===== config.mk =====
export PLATFORM = sky130hd
export DESIGN_NAME = scr_arith_unit
export DESIGN_NICKNAME = d
export VERILOG_FILES = /design/src/rtl/scr_pkg.sv /design/src/rtl/scr_arith_unit.sv
export SDC_FILE = /design/constraint.sdc
export NUM_CORES = 1
export LEC_CHECK = 0
export BUFFER_PORTS_ARGS = -buffer_cell sky130_fd_sc_hd__buf_2
export CORE_UTILIZATION = 45
export CTS_BUF_LIST = sky130_fd_sc_hd__clkbuf_8 sky130_fd_sc_hd__clkbuf_16
export DETAILED_ROUTE_END_ITERATION = 6
export PLACE_DENSITY_LB_ADDON = 0.2
export SKIP_LAST_GASP = 1
export SLEW_MARGIN = 5
export SYNTH_ARGS = -nofsm -noshare
export SYNTH_HDL_FRONTEND = slang
export SYNTH_SLANG_ARGS = --single-unit
export TNS_END_PERCENT = 20

===== constraint.sdc =====
create_clock -name clk -period 6.15 [get_ports clk]
set_clock_uncertainty 0.1 [all_clocks]
set_input_delay 0.9225 -clock clk [delete_from_list [all_inputs] [get_ports clk]]
set_output_delay 0.9225 -clock clk [all_outputs]
set_load 0.005 [all_outputs]

===== src/rtl/scr_pkg.sv =====
// Shared types, constants and helpers for the sphere contact resolver.
package scr_pkg;

    localparam int WORD_BITS = 32;
    localparam int REST_BITS = 17;
    localparam int VAL_BITS  = 64;

    // Magnitude ceiling applied to the scaled products and to every quotient.
    localparam logic [VAL_BITS-1:0] CAP = 64'h4000_0000_0000_0000;

    localparam logic [1:0] OP_MUL  = 2'd0;
    localparam logic [1:0] OP_DIV  = 2'd1;
    localparam logic [1:0] OP_SQRT = 2'd2;

    typedef struct packed {
        logic                        command;
        logic signed [WORD_BITS-1:0] pos_x;
        logic signed [WORD_BITS-1:0] pos_y;
        logic signed [WORD_BITS-1:0] pos_z;
        logic signed [WORD_BITS-1:0] vel_x;
        logic signed [WORD_BITS-1:0] vel_y;
        logic signed [WORD_BITS-1:0] vel_z;
        logic [WORD_BITS-1:0]        inv_mass;
        logic [WORD_BITS-1:0]        radius;
        logic [REST_BITS-1:0]        restitution;
    } item_in_t;

    typedef struct packed {
        logic                        body_slot;
        logic signed [WORD_BITS-1:0] new_pos_x;
        logic signed [WORD_BITS-1:0] new_pos_y;
        logic signed [WORD_BITS-1:0] new_pos_z;
        logic signed [WORD_BITS-1:0] new_vel_x;
        logic signed [WORD_BITS-1:0] new_vel_y;
        logic signed [WORD_BITS-1:0] new_vel_z;
        logic                        last;
    } item_out_t;

    typedef struct packed {
        logic       start;
        logic [1:0] op;
    } unit_req_t;

    typedef struct packed {
        logic busy;
        logic done;
    } unit_rsp_t;

    function automatic logic [VAL_BITS-1:0] sat_cap(input logic [2*VAL_BITS-1:0] v);
        logic [VAL_BITS-1:0] r;
        begin
            if (v > {{VAL_BITS{1'b0}}, CAP})
                r = CAP;
            else
                r = v[VAL_BITS-1:0];
            return r;
        end
    endfunction

    function automatic logic signed [WORD_BITS-1:0] sat_word(input logic signed [VAL_BITS-1:0] v);
        logic signed [VAL_BITS-1:0]  hi;
        logic signed [VAL_BITS-1:0]  lo;
        logic signed [WORD_BITS-1:0] r;
        begin
            hi = {{(VAL_BITS-WORD_BITS+1){1'b0}}, {(WORD_BITS-1){1'b1}}};
            lo = {{(VAL_BITS-WORD_BITS+1){1'b1}}, {(WORD_BITS-1){1'b0}}};
            if (v > hi)
                r = hi[WORD_BITS-1:0];
            else if (v < lo)
                r = lo[WORD_BITS-1:0];
            else
                r = v[WORD_BITS-1:0];
            return r;
        end
    endfunction

endpackage


===== src/rtl/scr_arith_unit.sv =====
// Shared multi-cycle multiplier, fractional divider and square root around one adder.
module scr_arith_unit #(
    parameter int FRAC_BITS = 16
) (
    input  logic                  clk,
    input  logic                  rst_n,
    input  scr_pkg::unit_req_t    req,
    input  logic [63:0]           opa,
    input  logic [63:0]           opb,
    output scr_pkg::unit_rsp_t    rsp,
    output logic [127:0]          res
);

    localparam logic [7:0] MUL_STEPS  = 8'd64;
    localparam logic [7:0] DIV_STEPS  = 8'(64 + FRAC_BITS);
    localparam logic [7:0] ROOT_STEPS = 8'd64;

    logic [1:0]   op_reg;
    logic         busy_reg;
    logic         done_reg;
    logic [7:0]   cnt_reg;
    logic [67:0]  x_reg;
    logic [127:0] w_reg;
    logic [63:0]  q_reg;
    logic [63:0]  b_reg;
    logic         ovf_reg;

    logic [67:0]  add_a;
    logic [67:0]  add_b;
    logic         add_cin;
    logic [68:0]  add_sum;
    logic         carry;

    // One adder serves all three operations; subtraction is a + ~b + 1.
    always_comb
    begin
        add_a   = '0;
        add_b   = '0;
        add_cin = 1'b0;
        case (op_reg)
            scr_pkg::OP_MUL:
            begin
                add_a = {4'b0, x_reg[63:0]};
                add_b = w_reg[0] ? {4'b0, b_reg} : 68'd0;
            end
            scr_pkg::OP_DIV:
            begin
                add_a   = {3'b0, x_reg[63:0], w_reg[127]};
                add_b   = ~{4'b0, b_reg};
                add_cin = 1'b1;
            end
            scr_pkg::OP_SQRT:
            begin
                add_a   = {x_reg[65:0], w_reg[127:126]};
                add_b   = ~{2'b0, q_reg, 2'b01};
                add_cin = 1'b1;
            end
            default:
            begin
                add_a = '0;
            end
        endcase
        add_sum = {1'b0, add_a} + {1'b0, add_b} + {68'd0, add_cin};
        carry   = add_sum[68];
    end

    always_ff @(posedge clk or negedge rst_n)
    begin
        if (!rst_n)
        begin
            busy_reg <= 1'b0;
            done_reg <= 1'b0;
            op_reg   <= scr_pkg::OP_MUL;
        end
        else
        begin
            done_reg <= busy_reg && (cnt_reg == 8'd1);
            if (req.start)
            begin
                busy_reg <= 1'b1;
                op_reg   <= req.op;
            end
            else if (busy_reg && (cnt_reg == 8'd1))
            begin
                busy_reg <= 1'b0;
            end
        end
    end

    always_ff @(posedge clk)
    begin
        if (req.start)
        begin
            x_reg   <= '0;
            q_reg   <= '0;
            ovf_reg <= 1'b0;
            b_reg   <= opb;
            case (req.op)
                scr_pkg::OP_MUL:
                begin
                    w_reg   <= {64'd0, opa};
                    cnt_reg <= MUL_STEPS;
                end
                scr_pkg::OP_DIV:
                begin
                    w_reg   <= {opa, 64'd0};
                    cnt_reg <= DIV_STEPS;
                end
                default:
                begin
                    w_reg   <= {opb, opa};
                    cnt_reg <= ROOT_STEPS;
                end
            endcase
        end
        else if (busy_reg)
        begin
            cnt_reg <= cnt_reg - 8'd1;
            case (op_reg)
                scr_pkg::OP_MUL:
                begin
                    x_reg <= {4'b0, add_sum[64:1]};
                    w_reg <= {w_reg[127:64], add_sum[0], w_reg[63:1]};
                end
                scr_pkg::OP_DIV:
                begin
                    x_reg   <= carry ? add_sum[67:0] : add_a;
                    w_reg   <= {w_reg[126:0], 1'b0};
                    q_reg   <= {q_reg[62:0], carry};
                    ovf_reg <= ovf_reg | q_reg[63];
                end
                default:
                begin
                    x_reg <= carry ? add_sum[67:0] : add_a;
                    w_reg <= {w_reg[125:0], 2'b00};
                    q_reg <= {q_reg[62:0], carry};
                end
            endcase
        end
    end

    always_comb
    begin
        rsp.busy = busy_reg;
        rsp.done = done_reg;
        case (op_reg)
            scr_pkg::OP_MUL:
            begin
                res = {x_reg[63:0], w_reg[63:0]};
            end
            scr_pkg::OP_DIV:
            begin
                res = {64'd0, (ovf_reg || (q_reg > scr_pkg::CAP)) ? scr_pkg::CAP : q_reg};
            end
            default:
            begin
                res = {64'd0, q_reg};
            end
        endcase
    end

endmodule


==> impl_metrics.env <==
export IMPL_outcome="finished, final reports clean"
export IMPL_gr_total_overflow=0
export IMPL_cts_path_max_buffers=3
export IMPL_synth_distinct_cells=78
export IMPL_clk_pin_slew_ns=0.06
export IMPL_dpl_hpwl_mm=61.3
export IMPL_clk_latency_ns=0.57
export IMPL_fp_coreArea_mm2=0.0505
export IMPL_pin_count=263
export IMPL_async_flop_share=0.0119
export IMPL_cts_resized=0
export IMPL_synth_common_cells="nand2_1 (431), a21oi_1 (289), nor2_1 (240)"
export IMPL_fin_util=0.523
export IMPL_post_drt_via_cell_ratio=6.49
export IMPL_cp_end_kind="flop"
export IMPL_pre_cts_ws_ns=0.488
export IMPL_numCtsBuffers=41
export IMPL_rsz0062_at_grt="false"
export IMPL_grt_start_max_net_pins=112
export IMPL_first_global_vias=21329
export IMPL_report_final_slew_viol_count=0
export IMPL_drt_iter0_markers=2926
export IMPL_rrSetupSlack_ns=0.38
export IMPL_drc_errors=0
export IMPL_fp_dieH_um=229
export IMPL_dr_total_vias=23577
export IMPL_cts_root_buf="clkbuf_16"
export IMPL_hold_violations=0
export IMPL_ant_nets=0
export IMPL_start_kind="flop"
export IMPL_post_route_period_util=0.937
export IMPL_start_util=0.458
export IMPL_crit_reg2reg_capture="x_reg[58]"
export IMPL_gp_congestion=0.977
export IMPL_clock_sinks=335
export IMPL_syn_num_nets=3018
export IMPL_timing_final_ws_setup_ns=0.385
export IMPL_synth_area_mm2=0.0231
export IMPL_cp_required_ns=6.46
export IMPL_fmax_mhz=173
export IMPL_drt_total_wl_mm=84.8
export IMPL_die_w_um=229
export IMPL_final_min_clock_period_ns=5.77
export IMPL_final_nets=3136
export IMPL_syn_area_per_cell_um2=8.23
export IMPL_seq_area_frac_synth=0.377
export IMPL_p_leak_nw=10.5
export IMPL_worstPathMaxFanout=40
export IMPL_synth_edf_count=200
export IMPL_finalSetupViolCount=0
export IMPL_yosysTopAreaCellShare=0.260
export IMPL_n_fill_cell=4772
export IMPL_power_density_mw_per_mm2=307
export IMPL_port_buffers=262
export IMPL_ir_drop_uv=176
export IMPL_detail_route_wl_per_cell_um=23.3
export IMPL_relSlewSlack=0.265
export IMPL_fin_setup_tns_ns=0
export IMPL_hold_slack_ns=0.0786
export IMPL_cts_setup_buffers=0
export IMPL_area_growth_syn_to_layout_pct=14.1
export IMPL_tightest_slew_ns=1.10
export IMPL_synth_cells=2810
export IMPL_drt_pass1_iter_count=6
export IMPL_hold_class="in -> async"
export IMPL_yosys_register_bits=335
export IMPL_grt_pass1_wl_mm=128
export IMPL_ys_warnings_count=0
export IMPL_r2r_start="op_reg[1]"
export IMPL_cts_tree="yes"
export IMPL_critPathKind="reg -> reg"
export IMPL_synth_main_ff_cell="edfxtp_1"
export IMPL_antenna_found_initial=4
export IMPL_cts_htree_levels=2
export IMPL_die_area_mm2=0.0523
export IMPL_yosysTopAreaCell="edfxtp_1"
export IMPL_cp_arrival_ns=6.08
export IMPL_drv_cap=0
export IMPL_dp_cells=3557
export IMPL_synth_most_common_cell="nand2_1"
export IMPL_drive_gt1_frac=0.145
export IMPL_largest_reg_flops=128
export IMPL_grt_use_total=0.311
export IMPL_ctsHoldBuffers=0
export IMPL_synth_area_top_cells="edfxtp_1 (26%), dfxtp_1 (11%), a221oi_1 (7.4%)"
export IMPL_row_count=82
export IMPL_r2r_cells=17
export IMPL_layout_cells_non_filler=3633
placed cells by master, fill, tap and decap left out, drive strengths merged, types with 19 or more instances in the layout:
master / Yosys / layout
a21o: 33 / 33
a211oi: 21 / 21
inv: 63 / 73
o32ai: 37 / 37
a22o: 122 / 122
nor4: 19 / 19
o22ai: 72 / 72
edfxtp: 200 / 200
a221oi: 197 / 197
nand4: 25 / 25
and2: 39 / 39
buf: 41 / 320
nand2: 431 / 431
nor2: 241 / 241
nand2b: 71 / 71
nand3: 25 / 25
xor2: 25 / 25
o21ai: 160 / 160
ha: 73 / 73
clkbuf: 204 / 42
and3: 43 / 43
nor3: 28 / 28
xnor2: 38 / 38
a21oi: 289 / 289
dfxtp: 131 / 131
cells by family after synthesis:
family          share of synthesized area
compound gates                      0.317
fa+ha+maj                          0.0412
simple gates                        0.185
flops                               0.377
xor+xnor                           0.0239
buf+inv                            0.0520
mux                               0.00389
cell type report:
| class | count | area [µm²] | share of cell area |
|---|---|---|---|
| diodes | 1 | 2.50 | 0.0000948 |
| clock buffers | 42 | 1040 | 0.0394 |
| clock inverters | 33 | 387 | 0.0146 |
| inverters | 63 | 236 | 0.00896 |
| multi-input cells | 2167 | 13300 | 0.504 |
| flip-flops and latches | 335 | 8730 | 0.331 |
| well taps | 672 | 841 | 0.0318 |
| repair buffers | 320 | 1870 | 0.0708 |
report_power, final:
group / internal (mW) / switching (mW)
Clock: 1.57 / 1.04
Sequential: 2.68 / 0.227
Combinational: 0.926 / 1.66
Total: 5.18 / 2.93
worst max-delay path, stage by stage (launching register included):
cell       delay, ns
dfrtp_1         0.44
inv_1           0.20
ha_4            0.56
buf_4           0.38
o21ai_0         0.13
a21oi_1         0.44
ha_1            0.40
a21oi_1         0.24
o21ai_1         0.15
o21bai_1        0.20
or4_1           0.47
a2111oi_2       0.62
or2_4           0.26
o31a_2          0.20
buf_4           0.22
a31oi_1         0.06
a221oi_1        0.37
o32ai_1         0.15
how the worst max path moves through the flow:
stage | cells after the start | slack, ns | to | start
6_report | 17 | 0.38 | x_reg[58] | op_reg[1]
5_1_grt | 20 | 0.11 | x_reg[20] | op_reg[0]
4_1_cts | 20 | 0.46 | x_reg[9] | op_reg[0]
3_5_place_dp | 20 | 0.49 | x_reg[9] | op_reg[0]
3_3_place_gp | 17 | 0.59 | x_reg[58] | op_reg[1]
2_1_floorplan | 20 | 1.11 | x_reg[28] | op_reg[0]
layer usage:
metal / share of wire / track usage
met3: 0.096 / 0.0545
met5: 0.00027 / 0
met4: 0.031 / 0.0992
met2: 0.43 / 0.462
met1: 0.44 / 0.453
stage by stage:
| stage | power (mW) | area (µm²) |
|---|---|---|
| after detailed placement | 5.46 | 25000 |
| after global placement | 5.43 | 25000 |
| after global routing | 8.46 | 26400 |
| final | 8.11 | 26400 |
| after CTS | 8.06 | 26400 |
| after floorplan | 4.62 | 23100 |
No activity file was read; power rests on OpenSTA's default activity.
